<file path="config.mk">
export PLATFORM = sky130hd
export DESIGN_NAME = dlc_cell
export DESIGN_NICKNAME = d
export VERILOG_FILES = /design/src/sv/dlc_pkg.sv /design/src/sv/dlc_cell.sv
export SDC_FILE = /design/constraint.sdc
export NUM_CORES = 2
export LEC_CHECK = 0
export ABC_AREA = 0
export BUFFER_PORTS_ARGS = -buffer_cell sky130_fd_sc_hd__buf_2
export CAP_MARGIN = 5
export CORE_ASPECT_RATIO = 0.9
export CORE_MARGIN = 2
export CORE_UTILIZATION = 54
export DETAILED_ROUTE_END_ITERATION = 10
export GPL_TIMING_DRIVEN = 0
export PLACE_DENSITY_LB_ADDON = 0.15
export SLEW_MARGIN = 30
export SYNTH_ARGS = -nofsm -noshare
export SYNTH_HDL_FRONTEND = slang
export SYNTH_SLANG_ARGS = --single-unit
</file>
<file path="constraint.sdc">
create_clock -name i_clk -period 58.1 [get_ports i_clk]
set_clock_uncertainty 0.1 [all_clocks]
set_input_delay 17.43 -clock i_clk [delete_from_list [all_inputs] [get_ports i_clk]]
set_output_delay 17.43 -clock i_clk [all_outputs]
set_load 0.01 [all_outputs]
</file>
<file path="src/sv/dlc_pkg.sv">
`default_nettype none
// ----------------------------------------------------------------------------
// dlc_pkg: shared types and constants for the delayed linear coupling block
// Field widths, action codes, register indexes, the beat types that travel
// along the cell chain, and the ring column helper.
// ----------------------------------------------------------------------------
package dlc_pkg;

    // fixed field widths
    localparam int ACT_W    = 2;
    localparam int NODE_W   = 3;
    localparam int VAR_W    = 1;
    localparam int W_W      = 16;
    localparam int D_W      = 4;
    localparam int X_W      = 16;
    localparam int STEP_W   = 32;
    localparam int SUM_W    = 40;
    localparam int HL_W     = 5;
    localparam int PROD_W   = W_W + X_W;
    // widest ring column and ring length over the parameter range
    localparam int COL_W    = 8;
    localparam int LEN_W    = 9;
    // wrap arithmetic holds up to 17 ring lengths
    localparam int WRAP_W   = 13;

    // defaults for the top level parameters
    localparam int DEF_NODES      = 8;
    localparam int DEF_VARS       = 2;
    localparam int DEF_HIST_DEPTH = 16;

    // reset values of the registers
    localparam logic [HL_W-1:0] HIST_LEN_RST = 5'd16;
    localparam logic            POS_ONLY_RST = 1'b1;

    typedef enum logic [ACT_W-1:0] {
        ACT_LOAD    = 2'd0,
        ACT_SAMPLE  = 2'd1,
        ACT_COMPUTE = 2'd2,
        ACT_NONE    = 2'd3
    } t_action;

    // register indexes
    localparam logic CFG_HIST_LEN = 1'b0;
    localparam logic CFG_POS_ONLY = 1'b1;

    // one sum job moving along the chain
    typedef struct packed {
        logic              valid;
        logic              last;
        logic [NODE_W-1:0] node;
        logic [VAR_W-1:0]  var_i;
        logic [COL_W-1:0]  col;
    } t_token;

    // weight and delay table write
    typedef struct packed {
        logic              en;
        logic [NODE_W-1:0] tgt;
        logic [NODE_W-1:0] src;
        logic [W_W-1:0]    weight;
        logic [D_W-1:0]    delay;
    } t_load_wr;

    // history sample write
    typedef struct packed {
        logic              en;
        logic [NODE_W-1:0] src;
        logic [VAR_W-1:0]  var_i;
        logic [COL_W-1:0]  col;
        logic [X_W-1:0]    sample;
    } t_samp_wr;

    // (s - 1 - d) mod len for s < len, by restoring reduction
    function automatic logic [COL_W-1:0] ring_col(input logic [COL_W-1:0] s,
                                                  input logic [D_W-1:0]   d,
                                                  input logic [LEN_W-1:0] len);
        logic [WRAP_W-1:0] y;
        logic [WRAP_W-1:0] m;
        y = WRAP_W'(s) + (WRAP_W'(len) << 4) - WRAP_W'(d) - WRAP_W'(1);
        for (int b = 4; b >= 0; b--) begin
            m = WRAP_W'(len) << b;
            if (y >= m) begin
                y = y - m;
            end
        end
        return COL_W'(y);
    endfunction

endpackage
`default_nettype wire

</file>
<file path="src/sv/dlc_cell.sv">
`default_nettype none
// ----------------------------------------------------------------------------
// dlc_cell: one source node of the coupling chain
// Holds the weight and delay column and the sample history of its source
// node, and adds its weighted delayed sample to the partial sum that passes
// through. Two register stages: lookup, then multiply-accumulate.
// ----------------------------------------------------------------------------
module dlc_cell #(
    parameter int NODES      = dlc_pkg::DEF_NODES,
    parameter int VARS       = dlc_pkg::DEF_VARS,
    parameter int HIST_DEPTH = dlc_pkg::DEF_HIST_DEPTH,
    parameter int CELL_ID    = 0
) (
    input  wire                              i_clk,
    input  wire                              i_rst_n,
    input  wire                              i_adv,
    input  wire  [dlc_pkg::LEN_W-1:0]        i_len,
    input  wire                              i_pos_only,
    input  dlc_pkg::t_load_wr                i_load,
    input  dlc_pkg::t_samp_wr                i_samp,
    input  dlc_pkg::t_token                  i_tok,
    input  wire  signed [dlc_pkg::SUM_W-1:0] i_sum,
    output dlc_pkg::t_token                  o_tok,
    output logic signed [dlc_pkg::SUM_W-1:0] o_sum
);
    import dlc_pkg::*;

    localparam int NIW = $clog2(NODES);
    localparam int VIW = (VARS > 1) ? $clog2(VARS) : 1;
    localparam int HIW = $clog2(HIST_DEPTH);

    logic signed [W_W-1:0] r_wt   [NODES];
    logic [D_W-1:0]        r_dl   [NODES];
    logic [X_W-1:0]        r_hist [VARS][HIST_DEPTH];

    t_token                r_tok_a, r_tok_b;
    logic signed [SUM_W-1:0] r_sum_a, r_sum_b;
    logic signed [W_W-1:0] r_w;
    logic signed [X_W-1:0] r_x;

    logic signed [W_W-1:0] w_w;
    logic [D_W-1:0]        w_d;
    logic [COL_W-1:0]      w_col;
    logic signed [X_W-1:0] w_x;
    logic                  w_use;
    logic signed [PROD_W-1:0] w_prod;

    // table and history writes
    always_ff @(posedge i_clk) begin
        if (!i_rst_n) begin
            for (int i = 0; i < NODES; i++) begin
                r_wt[i] <= '0;
                r_dl[i] <= '0;
            end
            for (int v = 0; v < VARS; v++) begin
                for (int h = 0; h < HIST_DEPTH; h++) begin
                    r_hist[v][h] <= '0;
                end
            end
        end else begin
            if (i_load.en && int'(i_load.src) == CELL_ID) begin
                r_wt[NIW'(i_load.tgt)] <= i_load.weight;
                r_dl[NIW'(i_load.tgt)] <= i_load.delay;
            end
            if (i_samp.en && int'(i_samp.src) == CELL_ID) begin
                r_hist[VIW'(i_samp.var_i)][HIW'(i_samp.col)] <= i_samp.sample;
            end
        end
    end

    // lookup for the incoming job
    always_comb begin
        w_w   = r_wt[NIW'(i_tok.node)];
        w_d   = r_dl[NIW'(i_tok.node)];
        w_col = ring_col(i_tok.col, w_d, i_len);
        w_x   = r_hist[VIW'(i_tok.var_i)][HIW'(w_col)];
        w_use = !(i_pos_only && (w_w <= 0));
    end

    assign w_prod = r_w * r_x;

    // lookup stage and accumulate stage
    always_ff @(posedge i_clk) begin
        if (!i_rst_n) begin
            r_tok_a <= '0;
            r_tok_b <= '0;
        end else if (i_adv) begin
            r_tok_a <= i_tok;
            r_tok_b <= r_tok_a;
        end
    end

    always_ff @(posedge i_clk) begin
        if (i_adv) begin
            r_sum_a <= i_sum;
            r_w     <= w_use ? w_w : '0;
            r_x     <= w_x;
            r_sum_b <= r_sum_a + SUM_W'(w_prod);
        end
    end

    assign o_tok = r_tok_b;
    assign o_sum = r_sum_b;

endmodule
`default_nettype wire

</file>
==> reports/qor.csv <==
stage,metric,value,unit
setup_path,end_kind,flip-flop,
floorplanning,core,0.0909,sq mm
sta,tns,0,ns
sta,setup_viol,0,
floorplanning,ios,177,
synth,avgSynthCellArea,12.8,sq um
setup_path,required,58.45,ns
floorplanning,start_util,0.543,
min_path,hold_class,flip-flop to flip-flop,
synth,synthesis.area,0.0494,sq mm
drt,drc_errors,0,
global_routing,grt_start_max_net_pins,59,
cts,insertion_delay,0.68,ns
cts,cts_buffer_depth,3,
setup_path,critPathArrivalTime,36.27,ns
status,status,"finished, final reports clean",
sta,hold_viol_final,0,
drt,antenna_left,0,
floorplanning,dieArea,0.0939,sq mm
cts,cts_resized,0,
floorplanning,num_rows,105,
setup_path,max_stage_delay,0.75,ns
cts,cts_tree,yes,
cts,cts-root-buf,clkbuf_16,
finish,num-fill-cells,7235,
job,maxCapViolCount,0,
drt,drt_pass1_iterations,6,
synth,ys_ff_latch,812,
cts,htree_levels,3,
finish,areaGrowthSynthToFinish,12.3,%
global_routing,grt_overflow,0,
placed_design,post-dp-hpwl,96.4,mm
cts,cts_buffers,85,
setup_path,cp_common_cell,ha_1,
sta,finalMaxSlewViolations,0,
sta,fmax,27.8,MHz
drt,vias,31300,
finish,nNetsFinal,4788,
synth,synth_edf_count,784,
finish,final_cell_mix,"edfxtp_1 (784), and2_1 (500), inv_1 (385), fa_1 (335), mux2i_1 (284)",
floorplanning,die_w,323,um
placed_design,gp_congestion,0.934,
finish,drive_gt1_frac,0.119,
synth,yosysWarnings,0,
global_routing,grt_pass1_wl,196,mm
synth,synth_seq_area_share,0.488,
synth,synth_cell_type_count,81,
global_routing,grt_pass1_vias,31600,
drt,drtIter0Drc,3026,
cts,postCtsSetupRepairBufs,0,
floorplanning,die_y,291,um
drt,via_per_inst,5.75,
global_routing,antenna_found_initial,9,
setup_path,crit_type,input pin to flip-flop,
sta,rsz0062_at_grt,no,
synth,synth_nets,4507,
synth,synth_async_sr_flop_share,0,
setup_path,worstPathMaxFanout,10,
finish,layout_commonest_cell,edfxtp_1,
synth,ys.flop_type,edfxtp_1,
cts,clk_pin_slew,0.06,ns
drt,wl_per_cell,23.7,um
drt,routed_wl,129,mm
cts,hold_buffers,0,
global_routing,globalRouteTotalUtil,0.280,
setup_path,cp_slowest_cell,clkbuf_1,
sta,maxSlewHeadroom,0.290,
synth,synth_cells,3869,
sta,min_period_over_period,0.618,
placed_design,io_buffer_count,167,
cts,clkSinkCount,812,
setup_path,cp-start-kind,input pin,
sta,tightest_slew,1.06,ns
sta,period_needed,35.92,ns
final cells by class:
cell class,count,area (sq um),area share
repair buffers,194,1390,0.0250
flip-flops and latches,812,24100,0.435
inverters,387,1450,0.0262
clock buffers,102,2210,0.0399
plain buffers,187,835,0.0151
diodes,2,5.00,0.0000903
clock inverters,51,574,0.0104
multi-input cells,2483,23300,0.421
well taps,1230,1540,0.0278
metrics by stage:
| step | utilization | cell area [sq um] | instances | hold WS (ns) | setup WS (ns) |
|---|---|---|---|---|---|
| 2_1_floorplan | - | 49400 | 3869 | 0.382 | 25.68 |
| 3_3_place_gp | 0.569 | 51700 | 5266 | 0.395 | 21.65 |
| 3_5_place_dp | 0.579 | 52600 | 5293 | 0.403 | 21.60 |
| 4_1_cts | 0.610 | 55400 | 5446 | 0.418 | 22.23 |
| 5_1_grt | 0.610 | 55400 | 5446 | 0.444 | 21.01 |
| 6_report | 0.610 | 55400 | 5448 | 0.412 | 22.18 |
cell usage after synthesis (15+ instances only):
cell type	number	share of area
edfxtp_1	784	0.48
and2_1	500	0.063
inv_1	385	0.029
fa_1	336	0.14
mux2i_1	284	0.058
nand2_1	263	0.020
ha_1	179	0.045
clkbuf_1	147	0.011
nor2_1	128	0.0097
a21oi_1	78	0.0079
o21ai_0	57	0.0058
xnor2_1	55	0.0098
o22ai_1	48	0.0061
mux4_2	46	0.021
o221ai_1	45	0.0080
nor2b_1	44	0.0056
nand2b_1	40	0.0051
nor3_1	35	0.0035
a21o_1	28	0.0043
dfxtp_1	28	0.011
a211oi_1	27	0.0041
mux2_2	24	0.0055
a211o_1	21	0.0037
xor2_1	21	0.0037
nand3_1	20	0.0020
buf_2	19	0.0019
nor3b_1	17	0.0026
o2111a_1	16	0.0036
and3_1	15	0.0019
nor4b_2	15	0.0046
registers in the layout (all words and copies together), names as in the netlist:
register	count
r_hist	512
r_tok_a	14
r_dl	32
r_w	16
r_x	16
r_wt	128
r_sum_a	40
o_tok	14
o_sum	40
per-layer routing:
metal,global-route usage,wire length (um),vias up
li1,-,-,14100
met2,0.443,59900,1218
met5,0,23,-
met4,0.0875,3770,4
met3,0.0456,9940,218
met1,0.397,55600,15800
cells by family (layout without fill, tap and decap cells):
logic type | Yosys count | count (layout) | synth area share
and+or+nand+nor | 1120 | 1120 | 0.125
DFF | 812 | 812 | 0.488
buffers and inverters | 574 | 921 | 0.0461
adders and majority gates | 515 | 515 | 0.182
AOI/OAI and AO/OA | 409 | 409 | 0.0596
muxes | 363 | 363 | 0.0864
xor gates and xnor gates | 76 | 76 | 0.0135
other | 0 | 2 | 0
path summary, 6_finish.rpt:
path / from / endpoint / slack [ns] / depth (start not counted)
worst min register to register: o_tok[9] / o_tok[9] / 0.41 / 2
worst max-delay path: i_tok[9] / r_x[9] / 22.18 / 67
worst max register to register: r_dl[6][3] / r_x[9] / 40.19 / 64
worst min-delay path: o_tok[9] / o_tok[9] / 0.41 / 2
critical path: cells and delay by family:
kind	cells	cell delay [ns]
multiplexers	6	2.80
buffers and inverters	9	3.21
adder cells (fa/ha/maj)	7	2.41
AND/OR/NAND/NOR	22	4.83
AO/OA/AOI/OAI	23	5.50
Power is left out: the tool's default activity adds up to more than one toggle a clock period on the data nets, which glitch-free logic cannot reach.
